===== config.mk =====
export PLATFORM = sky130hd
export DESIGN_NAME = lcd_signed_number_writer
export DESIGN_NICKNAME = d
export VERILOG_FILES = /design/src/rtl/core/lsnw_pkg.sv /design/src/rtl/core/lsnw_magnitude.sv /design/src/rtl/core/lsnw_emitter.sv /design/src/rtl/core/lcd_signed_number_writer.sv
export SDC_FILE = /design/constraint.sdc
export NUM_CORES = 1
export LEC_CHECK = 0
export BUFFER_PORTS_ARGS = -buffer_cell sky130_fd_sc_hd__buf_2
export CORE_ASPECT_RATIO = 0.7
export CORE_MARGIN = 2
export CORE_UTILIZATION = 45
export CTS_BUF_LIST = sky130_fd_sc_hd__clkbuf_16
export CTS_CLUSTER_SIZE = 16
export DETAILED_ROUTE_END_ITERATION = 12
export HOLD_SLACK_MARGIN = 0.12
export PLACE_DENSITY = 0.71
export SYNTH_ARGS = -nofsm -noshare
export SYNTH_HDL_FRONTEND = slang
export SYNTH_SLANG_ARGS = --single-unit

===== constraint.sdc =====
create_clock -name aclk -period 6.1 [get_ports aclk]
set_input_delay 0.61 -clock aclk [delete_from_list [all_inputs] [get_ports aclk]]
set_output_delay 0.61 -clock aclk [all_outputs]
set_load 0.05 [all_outputs]

===== src/rtl/core/lsnw_pkg.sv =====
`default_nettype none
// ----------------------------------------------------------------------------
// LCD signed number writer package
// Constants and the stage type shared by the number formatter and emitter.
// ----------------------------------------------------------------------------
package lsnw_pkg;

    localparam int ADDR_W  = 8;
    localparam int MAG_W   = 10;
    localparam int DIGIT_W = 4;
    localparam int REM_W   = 7;
    localparam int POS_W   = 2;
    localparam int FIELD_LEN = 4;

    localparam logic [ADDR_W-1:0] ROW1_BASE   = 8'h80;
    localparam logic [ADDR_W-1:0] ROW2_BASE   = 8'hC0;
    localparam logic [7:0]        ASCII_ZERO  = 8'd48;
    localparam logic [7:0]        ASCII_MINUS = 8'h2D;
    localparam logic [MAG_W-1:0]  MAX_MAG     = 10'd999;

    localparam logic REG_SEL_CMD  = 1'b0;
    localparam logic REG_SEL_DATA = 1'b1;

    typedef struct packed {
        logic [ADDR_W-1:0]  addr0;
        logic               neg;
        logic [DIGIT_W-1:0] hund;
        logic [REM_W-1:0]   rem;
    } fmt_t;

endpackage
`default_nettype wire


===== src/rtl/core/lsnw_magnitude.sv =====
`default_nettype none
// ----------------------------------------------------------------------------
// LCD signed number writer magnitude stage
// Registers the input word, forms the saturated magnitude, the hundreds
// digit, the remainder below one hundred and the field start address.
// ----------------------------------------------------------------------------
module lsnw_magnitude (
    input  wire logic                aclk,
    input  wire logic                aresetn,
    input  wire logic                s_valid,
    output logic                     s_ready,
    input  wire logic                s_row_sel,
    input  wire logic [4:0]          s_column,
    input  wire logic signed [10:0]  s_value,
    output logic                     fmt_valid,
    input  wire logic                fmt_take,
    output lsnw_pkg::fmt_t           fmt
);
    import lsnw_pkg::*;

    logic              a_valid_reg;
    logic              a_row_reg;
    logic [4:0]        a_col_reg;
    logic [10:0]       a_value_reg;
    logic              b_valid_reg;
    fmt_t              b_fmt_reg;
    fmt_t              b_fmt_next;
    logic              a_adv;
    logic              neg;
    logic [10:0]       mag_raw;
    logic [MAG_W-1:0]  mag;
    logic [DIGIT_W-1:0] hund;
    logic [MAG_W-1:0]  rem_w;

    assign a_adv   = a_valid_reg && (!b_valid_reg || fmt_take);
    assign s_ready = !a_valid_reg || a_adv;

    always_comb begin
        neg     = a_value_reg[10];
        mag_raw = neg ? 11'(~a_value_reg + 11'd1) : a_value_reg;
        mag     = (mag_raw > {1'b0, MAX_MAG}) ? MAX_MAG : mag_raw[MAG_W-1:0];
        hund    = '0;
        for (int i = 1; i < 10; i++) begin
            if (mag >= MAG_W'(i * 100)) begin
                hund = DIGIT_W'(i);
            end
        end
        rem_w = mag - MAG_W'({6'd0, hund} * 10'd100);
        b_fmt_next.addr0 = (a_row_reg ? ROW2_BASE : ROW1_BASE)
                           + {3'd0, a_col_reg} - 8'd1;
        b_fmt_next.neg   = neg;
        b_fmt_next.hund  = hund;
        b_fmt_next.rem   = rem_w[REM_W-1:0];
    end

    always_ff @(posedge aclk) begin
        if (!aresetn) begin
            a_valid_reg <= 1'b0;
            b_valid_reg <= 1'b0;
        end else begin
            if (s_ready) begin
                a_valid_reg <= s_valid;
            end
            if (!b_valid_reg || fmt_take) begin
                b_valid_reg <= a_valid_reg;
            end
        end
    end

    always_ff @(posedge aclk) begin
        if (s_valid && s_ready) begin
            a_row_reg   <= s_row_sel;
            a_col_reg   <= s_column;
            a_value_reg <= s_value;
        end
        if (a_adv) begin
            b_fmt_reg <= b_fmt_next;
        end
    end

    assign fmt_valid = b_valid_reg;
    assign fmt       = b_fmt_reg;

    assert property (@(posedge aclk) disable iff (!aresetn)
        fmt_take |-> fmt_valid)
        else $error("Formatter word taken while empty.");
    assert property (@(posedge aclk) disable iff (!aresetn)
        fmt_valid && !fmt_take |=> fmt_valid && $stable(b_fmt_reg))
        else $error("Formatter word changed while held.");
    assert property (@(posedge aclk) disable iff (!aresetn)
        fmt_valid |-> (b_fmt_reg.hund <= 4'd9) && (b_fmt_reg.rem <= 7'd99))
        else $error("Digit split out of range.");

endmodule
`default_nettype wire


===== src/rtl/core/lsnw_emitter.sv =====
`default_nettype none
// ----------------------------------------------------------------------------
// LCD signed number writer emitter
// Splits the remainder into tens and ones, lays out the field characters
// and sends one set-address and one character write per drawn position.
// ----------------------------------------------------------------------------
module lsnw_emitter (
    input  wire logic            aclk,
    input  wire logic            aresetn,
    input  wire logic            fmt_valid,
    output logic                 fmt_take,
    input  wire lsnw_pkg::fmt_t  fmt,
    output logic                 m_valid,
    input  wire logic            m_ready,
    output logic                 m_reg_select,
    output logic [7:0]           m_bus_byte,
    output logic                 m_last
);
    import lsnw_pkg::*;

    logic                em_valid_reg;
    logic [POS_W-1:0]    pos_reg;
    logic                phase_reg;
    logic [ADDR_W-1:0]   addr0_reg;
    logic [7:0]          ch_reg [FIELD_LEN];
    logic [DIGIT_W-1:0]  tens;
    logic [DIGIT_W-1:0]  ones;
    logic [REM_W-1:0]    ones_w;
    logic                has_hund;
    logic                has_tens;
    logic [POS_W-1:0]    start_pos;
    logic [7:0]          ch_next [FIELD_LEN];
    logic                out_take;
    logic                end_beat;

    assign out_take = em_valid_reg && m_ready;
    assign end_beat = phase_reg && (pos_reg == POS_W'(FIELD_LEN - 1));
    assign fmt_take = fmt_valid && (!em_valid_reg || (m_ready && end_beat));

    always_comb begin
        tens = '0;
        for (int i = 1; i < 10; i++) begin
            if (fmt.rem >= REM_W'(i * 10)) begin
                tens = DIGIT_W'(i);
            end
        end
        ones_w   = fmt.rem - REM_W'({3'd0, tens} * 7'd10);
        ones     = ones_w[DIGIT_W-1:0];
        has_hund = (fmt.hund != '0);
        has_tens = has_hund || (tens != '0);
        if (has_hund) begin
            start_pos = fmt.neg ? 2'd0 : 2'd1;
        end else if (has_tens) begin
            start_pos = fmt.neg ? 2'd1 : 2'd2;
        end else begin
            start_pos = fmt.neg ? 2'd2 : 2'd3;
        end
        ch_next[0] = ASCII_MINUS;
        ch_next[1] = has_hund ? (ASCII_ZERO + {4'd0, fmt.hund}) : ASCII_MINUS;
        ch_next[2] = has_tens ? (ASCII_ZERO + {4'd0, tens}) : ASCII_MINUS;
        ch_next[3] = ASCII_ZERO + {4'd0, ones};
    end

    always_ff @(posedge aclk) begin
        if (!aresetn) begin
            em_valid_reg <= 1'b0;
            pos_reg      <= '0;
            phase_reg    <= REG_SEL_CMD;
        end else if (fmt_take) begin
            em_valid_reg <= 1'b1;
            pos_reg      <= start_pos;
            phase_reg    <= REG_SEL_CMD;
        end else if (out_take) begin
            if (phase_reg == REG_SEL_CMD) begin
                phase_reg <= REG_SEL_DATA;
            end else if (end_beat) begin
                em_valid_reg <= 1'b0;
            end else begin
                phase_reg <= REG_SEL_CMD;
                pos_reg   <= pos_reg + 2'd1;
            end
        end
    end

    always_ff @(posedge aclk) begin
        if (fmt_take) begin
            addr0_reg <= fmt.addr0;
            for (int i = 0; i < FIELD_LEN; i++) begin
                ch_reg[i] <= ch_next[i];
            end
        end
    end

    assign m_valid      = em_valid_reg;
    assign m_reg_select = phase_reg;
    assign m_bus_byte   = phase_reg ? ch_reg[pos_reg] : addr0_reg + {6'd0, pos_reg};
    assign m_last       = end_beat;

    assert property (@(posedge aclk) disable iff (!aresetn)
        m_valid && m_last |-> m_reg_select)
        else $error("Last word is not a character write.");
    assert property (@(posedge aclk) disable iff (!aresetn)
        m_valid && m_ready && !m_reg_select |=> m_valid && m_reg_select
                                                && $stable(pos_reg))
        else $error("Address write not followed by its character.");
    assert property (@(posedge aclk) disable iff (!aresetn)
        m_valid && m_ready && m_reg_select && !m_last
            |=> m_valid && !m_reg_select && (pos_reg == $past(pos_reg) + 2'd1))
        else $error("Field position did not step.");
    assert property (@(posedge aclk) disable iff (!aresetn)
        fmt_take |-> !em_valid_reg || (m_ready && m_last))
        else $error("New number loaded over an unfinished one.");

endmodule
`default_nettype wire


===== src/rtl/core/lcd_signed_number_writer.sv =====
`default_nettype none
// ----------------------------------------------------------------------------
// LCD signed number writer
// Formats a signed number into a right-aligned four-character field on a
// two-line character LCD as a series of bus writes.
//
// The s_ channel takes one word per number: row, starting column and an
// 11-bit signed value, saturated to plus or minus 999. The m_ channel gives
// the LCD bus writes: a set-address command (reg_select low) and then the
// character (reg_select high) for each drawn position, m_last on the final
// character. A number yields 2 to 8 words, twice its drawn character
// count, one per cycle while m_ready is high. The first word of a number
// reaches the output through the input register, the digit register and
// the output register. Up to two further numbers are taken while one is
// being sent, so back-to-back numbers leave no gap on the output. When
// m_ready is low the current word holds and the input side fills, then
// drops s_ready. Reset clears all valid flags; the block takes input the
// cycle after it.
// ----------------------------------------------------------------------------
module lcd_signed_number_writer (
    input  wire logic               aclk,
    input  wire logic               aresetn,
    input  wire logic               s_valid,
    output logic                    s_ready,
    input  wire logic               s_row_sel,
    input  wire logic [4:0]         s_column,
    input  wire logic signed [10:0] s_value,
    output logic                    m_valid,
    input  wire logic               m_ready,
    output logic                    m_reg_select,
    output logic [7:0]              m_bus_byte,
    output logic                    m_last
);
    import lsnw_pkg::*;

    logic fmt_valid;
    logic fmt_take;
    fmt_t fmt;

    lsnw_magnitude u_magnitude (
        .aclk      (aclk),
        .aresetn   (aresetn),
        .s_valid   (s_valid),
        .s_ready   (s_ready),
        .s_row_sel (s_row_sel),
        .s_column  (s_column),
        .s_value   (s_value),
        .fmt_valid (fmt_valid),
        .fmt_take  (fmt_take),
        .fmt       (fmt)
    );

    lsnw_emitter u_emitter (
        .aclk         (aclk),
        .aresetn      (aresetn),
        .fmt_valid    (fmt_valid),
        .fmt_take     (fmt_take),
        .fmt          (fmt),
        .m_valid      (m_valid),
        .m_ready      (m_ready),
        .m_reg_select (m_reg_select),
        .m_bus_byte   (m_bus_byte),
        .m_last       (m_last)
    );

endmodule
`default_nettype wire

==> results.toml <==
[worst_setup_path]
critPathTopFamily = "compound AO/OA/AOI/OAI gates"
ff2ff_path_depth = 17
path_cells = "inv_1, ha_1, or3b_2, a211oi_1, nand2_1, a21o_1, nand3b_1, a32oi_4, ha_1, inv_1, fa_1, a21o_1, a21oi_1, xnor2_1, xnor2_1, xnor2_1, xnor2_1"
crit_top_cell = "xnor2_1"
crit_required_ns = 6.16
cp-startpoint = "u_magnitude.a_value_reg[0]"
critPathLaunchType = "flop"
cpPeakStageDelay_ns = 0.51
critPathBufInv = 2
critPathCaptureType = "flop"
slowest_stage = "or3b_2"
reg2reg_to = "u_magnitude.fmt[6]"
r2r-start = "u_magnitude.a_value_reg[0]"
crit_type = "flop to flop"
r2r_setup_slack_ns = 1.50
cp.arrival_ns = 4.66
critPathMaxFanout = 10

[routing]
drt-initial-drc-count = 204
ant_nets = 0
route.detailed.drc = 0
drt-total-wl_um = 7410
vias_per_cell = 5.538
wl_per_cell_um = 15.28
vias = 2686
firstDrtPassIters = 4

[layout]
largest_reg_flops = 20
post-route-util_pct = 54.01
antenna_cells = 0
fin_area_um2 = 4324
fin_nets = 415
fin_cells = 485
drive_gt1_share_pct = 16.67
num-fill-cells = 709
area_growth_pct = 14.06

[hold_path]
hold_end = "u_emitter.addr0_reg[5]"
min_path_cells = 0
min_from = "u_magnitude.fmt[17]"
min_path_type = "flop to flop"

[clocking]
clockRootBuffer = "clkbuf_16"
worstSkewPairLatency_ns = 0.32
cts_setup_buffers = 0
cts_tree = "built"
holdBufCountCts = 0
htreeDepth = 3
clkTransAtPathRegs_ns = 0.05
cts_buffers = 9
cts.path.max_buffers = 2
cts.sinks = 67
cts_resized = 0

[placement]
placed_cells = 469
placed_area_um2 = 4039
hpwl_um = 5510
portBuffers = 32
gp_congestion = 0.9501
place_ws_ns = 1.536

[run]
maxCapViolCount = 0

[global_route]
grt_pass1_wl_um = 11900
grt_pass1_vias = 2481
grt_max_degree = 23
track_usage_pct = 16.81
gr-total-overflow = 0
antenna_found_initial = 0

[die]
row_count = 27
ios = 33
core_area_um2 = 8006
fp.dieW_um = 113.7
start_util_pct = 47.35
chipHeight_um = 80.80
die_area_um2 = 9187

[logic_synthesis]
yosys_warnings = 0
seq_area_frac_synth_pct = 50.96
synth_seq_cells = 67
ys.flop_type = "edfxtp_1"
synth_cell_type_count = 59
synthCells = 349
netlist_area_um2 = 3791
async_flop_share_pct = 0
syn_area_per_cell_um2 = 10.86
synth-edff-count = 59
synth_nets = 385

[timing]
report.final.slew_viol_count = 0
rsz0062_at_grt = "no"
max_freq_mhz = 217.3
slew_headroom_pct = 23.60
period_needed_ns = 4.601
final_hold_viol_count = 0
fin_crit_sh_pct = 75.43
skew_ns = 0.005070
setup_viol = 0
whs_ns = 0.4175
fin_ws_ns = 1.499
worst_pin_slew_ns = 1.142
fin_tns_setup_ns = 0

[outcome]
status = "completed"

[power]
p_per_area_nw_per_um2 = 299.8
ir_drop_uv = 212.7
total_power_mw = 1.296
p_leak_nw = 1.640
==> synth_stat cells, types with 5 or more instances <==
cell | instances | area, um2
nand2_1 | 19 | 71.32
a21oi_1 | 11 | 55.05
nor2b_1 | 9 | 56.30
o211ai_1 | 5 | 37.54
nand2b_1 | 14 | 87.58
mux2i_1 | 6 | 60.06
xor2_1 | 12 | 105.1
nor2_1 | 29 | 108.9
nand3_1 | 11 | 55.05
inv_1 | 28 | 105.1
dfxtp_1 | 8 | 160.2
ha_1 | 12 | 150.1
a21o_1 | 5 | 37.54
edfxtp_1 | 59 | 1772
nor3_1 | 8 | 40.04
a31oi_1 | 7 | 43.79
clkbuf_1 | 11 | 41.29
xnor2_1 | 13 | 113.9
o21ai_0 | 15 | 75.07
==> placed cells by master, fill, tap and decap left out, types with 4 or more instances in the layout <==
master,count
edfxtp_1,59
xnor2_1,13
buf_2,32
a31oi_1,6
nand3_1,11
o211ai_1,5
clkbuf_16,9
a21o_1,5
mux2i_1,6
o31ai_1,4
nand2_1,19
nor3_1,8
o21ai_0,15
or2_2,4
ha_1,12
nor2_1,29
xor2_1,12
a21oi_1,11
dfxtp_1,8
nand2b_1,14
inv_1,29
nor2b_1,9
==> layer usage <==
layer | share of wire [%] | global-route usage [%] | vias up
met3 | 5.9 | 6.194 | 8
met4 | 1.1 | 4.512 | 0
met1 | 50 | 23.68 | 1261
met5 | 0 | 0 | -
li1 | - | - | 1335
met2 | 43 | 24.61 | 82
==> power breakdown <==
part / switching, mW / internal, mW / total, mW
clock network: 0.176 / 0.310 / 0.486
registers: 0.0344 / 0.545 / 0.579
logic: 0.132 / 0.0991 / 0.231
==> worst register-to-register path: cells and delay by family, from the launching register on <==
family | cells | cell delay [ns]
adders and majority gates | 3 | 0.94
DFF | 1 | 0.43
and+or+nand+nor | 3 | 0.87
xor gates and xnor gates | 4 | 0.55
buffers and inverters | 2 | 0.17
AOI/OAI and AO/OA | 5 | 1.38
==> worst max-delay path by stage <==
| stage | end | slack [ns] | depth (start not counted) |
|---|---|---|---|
| floorplan | u_magnitude.fmt[6] | 1.85 | 16 |
| global placement | u_magnitude.fmt[6] | 1.70 | 17 |
| detailed placement | u_magnitude.fmt[6] | 1.54 | 17 |
| CTS | u_magnitude.fmt[6] | 1.53 | 17 |
| global route | u_magnitude.fmt[6] | 1.13 | 17 |
| finish | u_magnitude.fmt[6] | 1.50 | 17 |
==> final cells by class <==
class / instances / area (um2) / share of cell area [%]
timing repair buffer: 32 / 160.2 / 3.704
clock inverter: 7 / 60.06 / 1.389
sequential: 67 / 1932 / 44.68
multi-input combinational: 241 / 1715 / 39.67
clock buffer: 9 / 225.2 / 5.208
tap: 101 / 126.4 / 2.922
inverter: 28 / 105.1 / 2.431
==> kinds of logic after synthesis <==
family | share of synthesized area (%)
and+or+nand+nor | 17.19
buffers and inverters | 4.059
adders and majority gates | 5.545
muxes | 2.178
xor gates and xnor gates | 5.776
DFF | 50.96
AOI/OAI and AO/OA | 14.29
(Power assumes the default switching activity.)
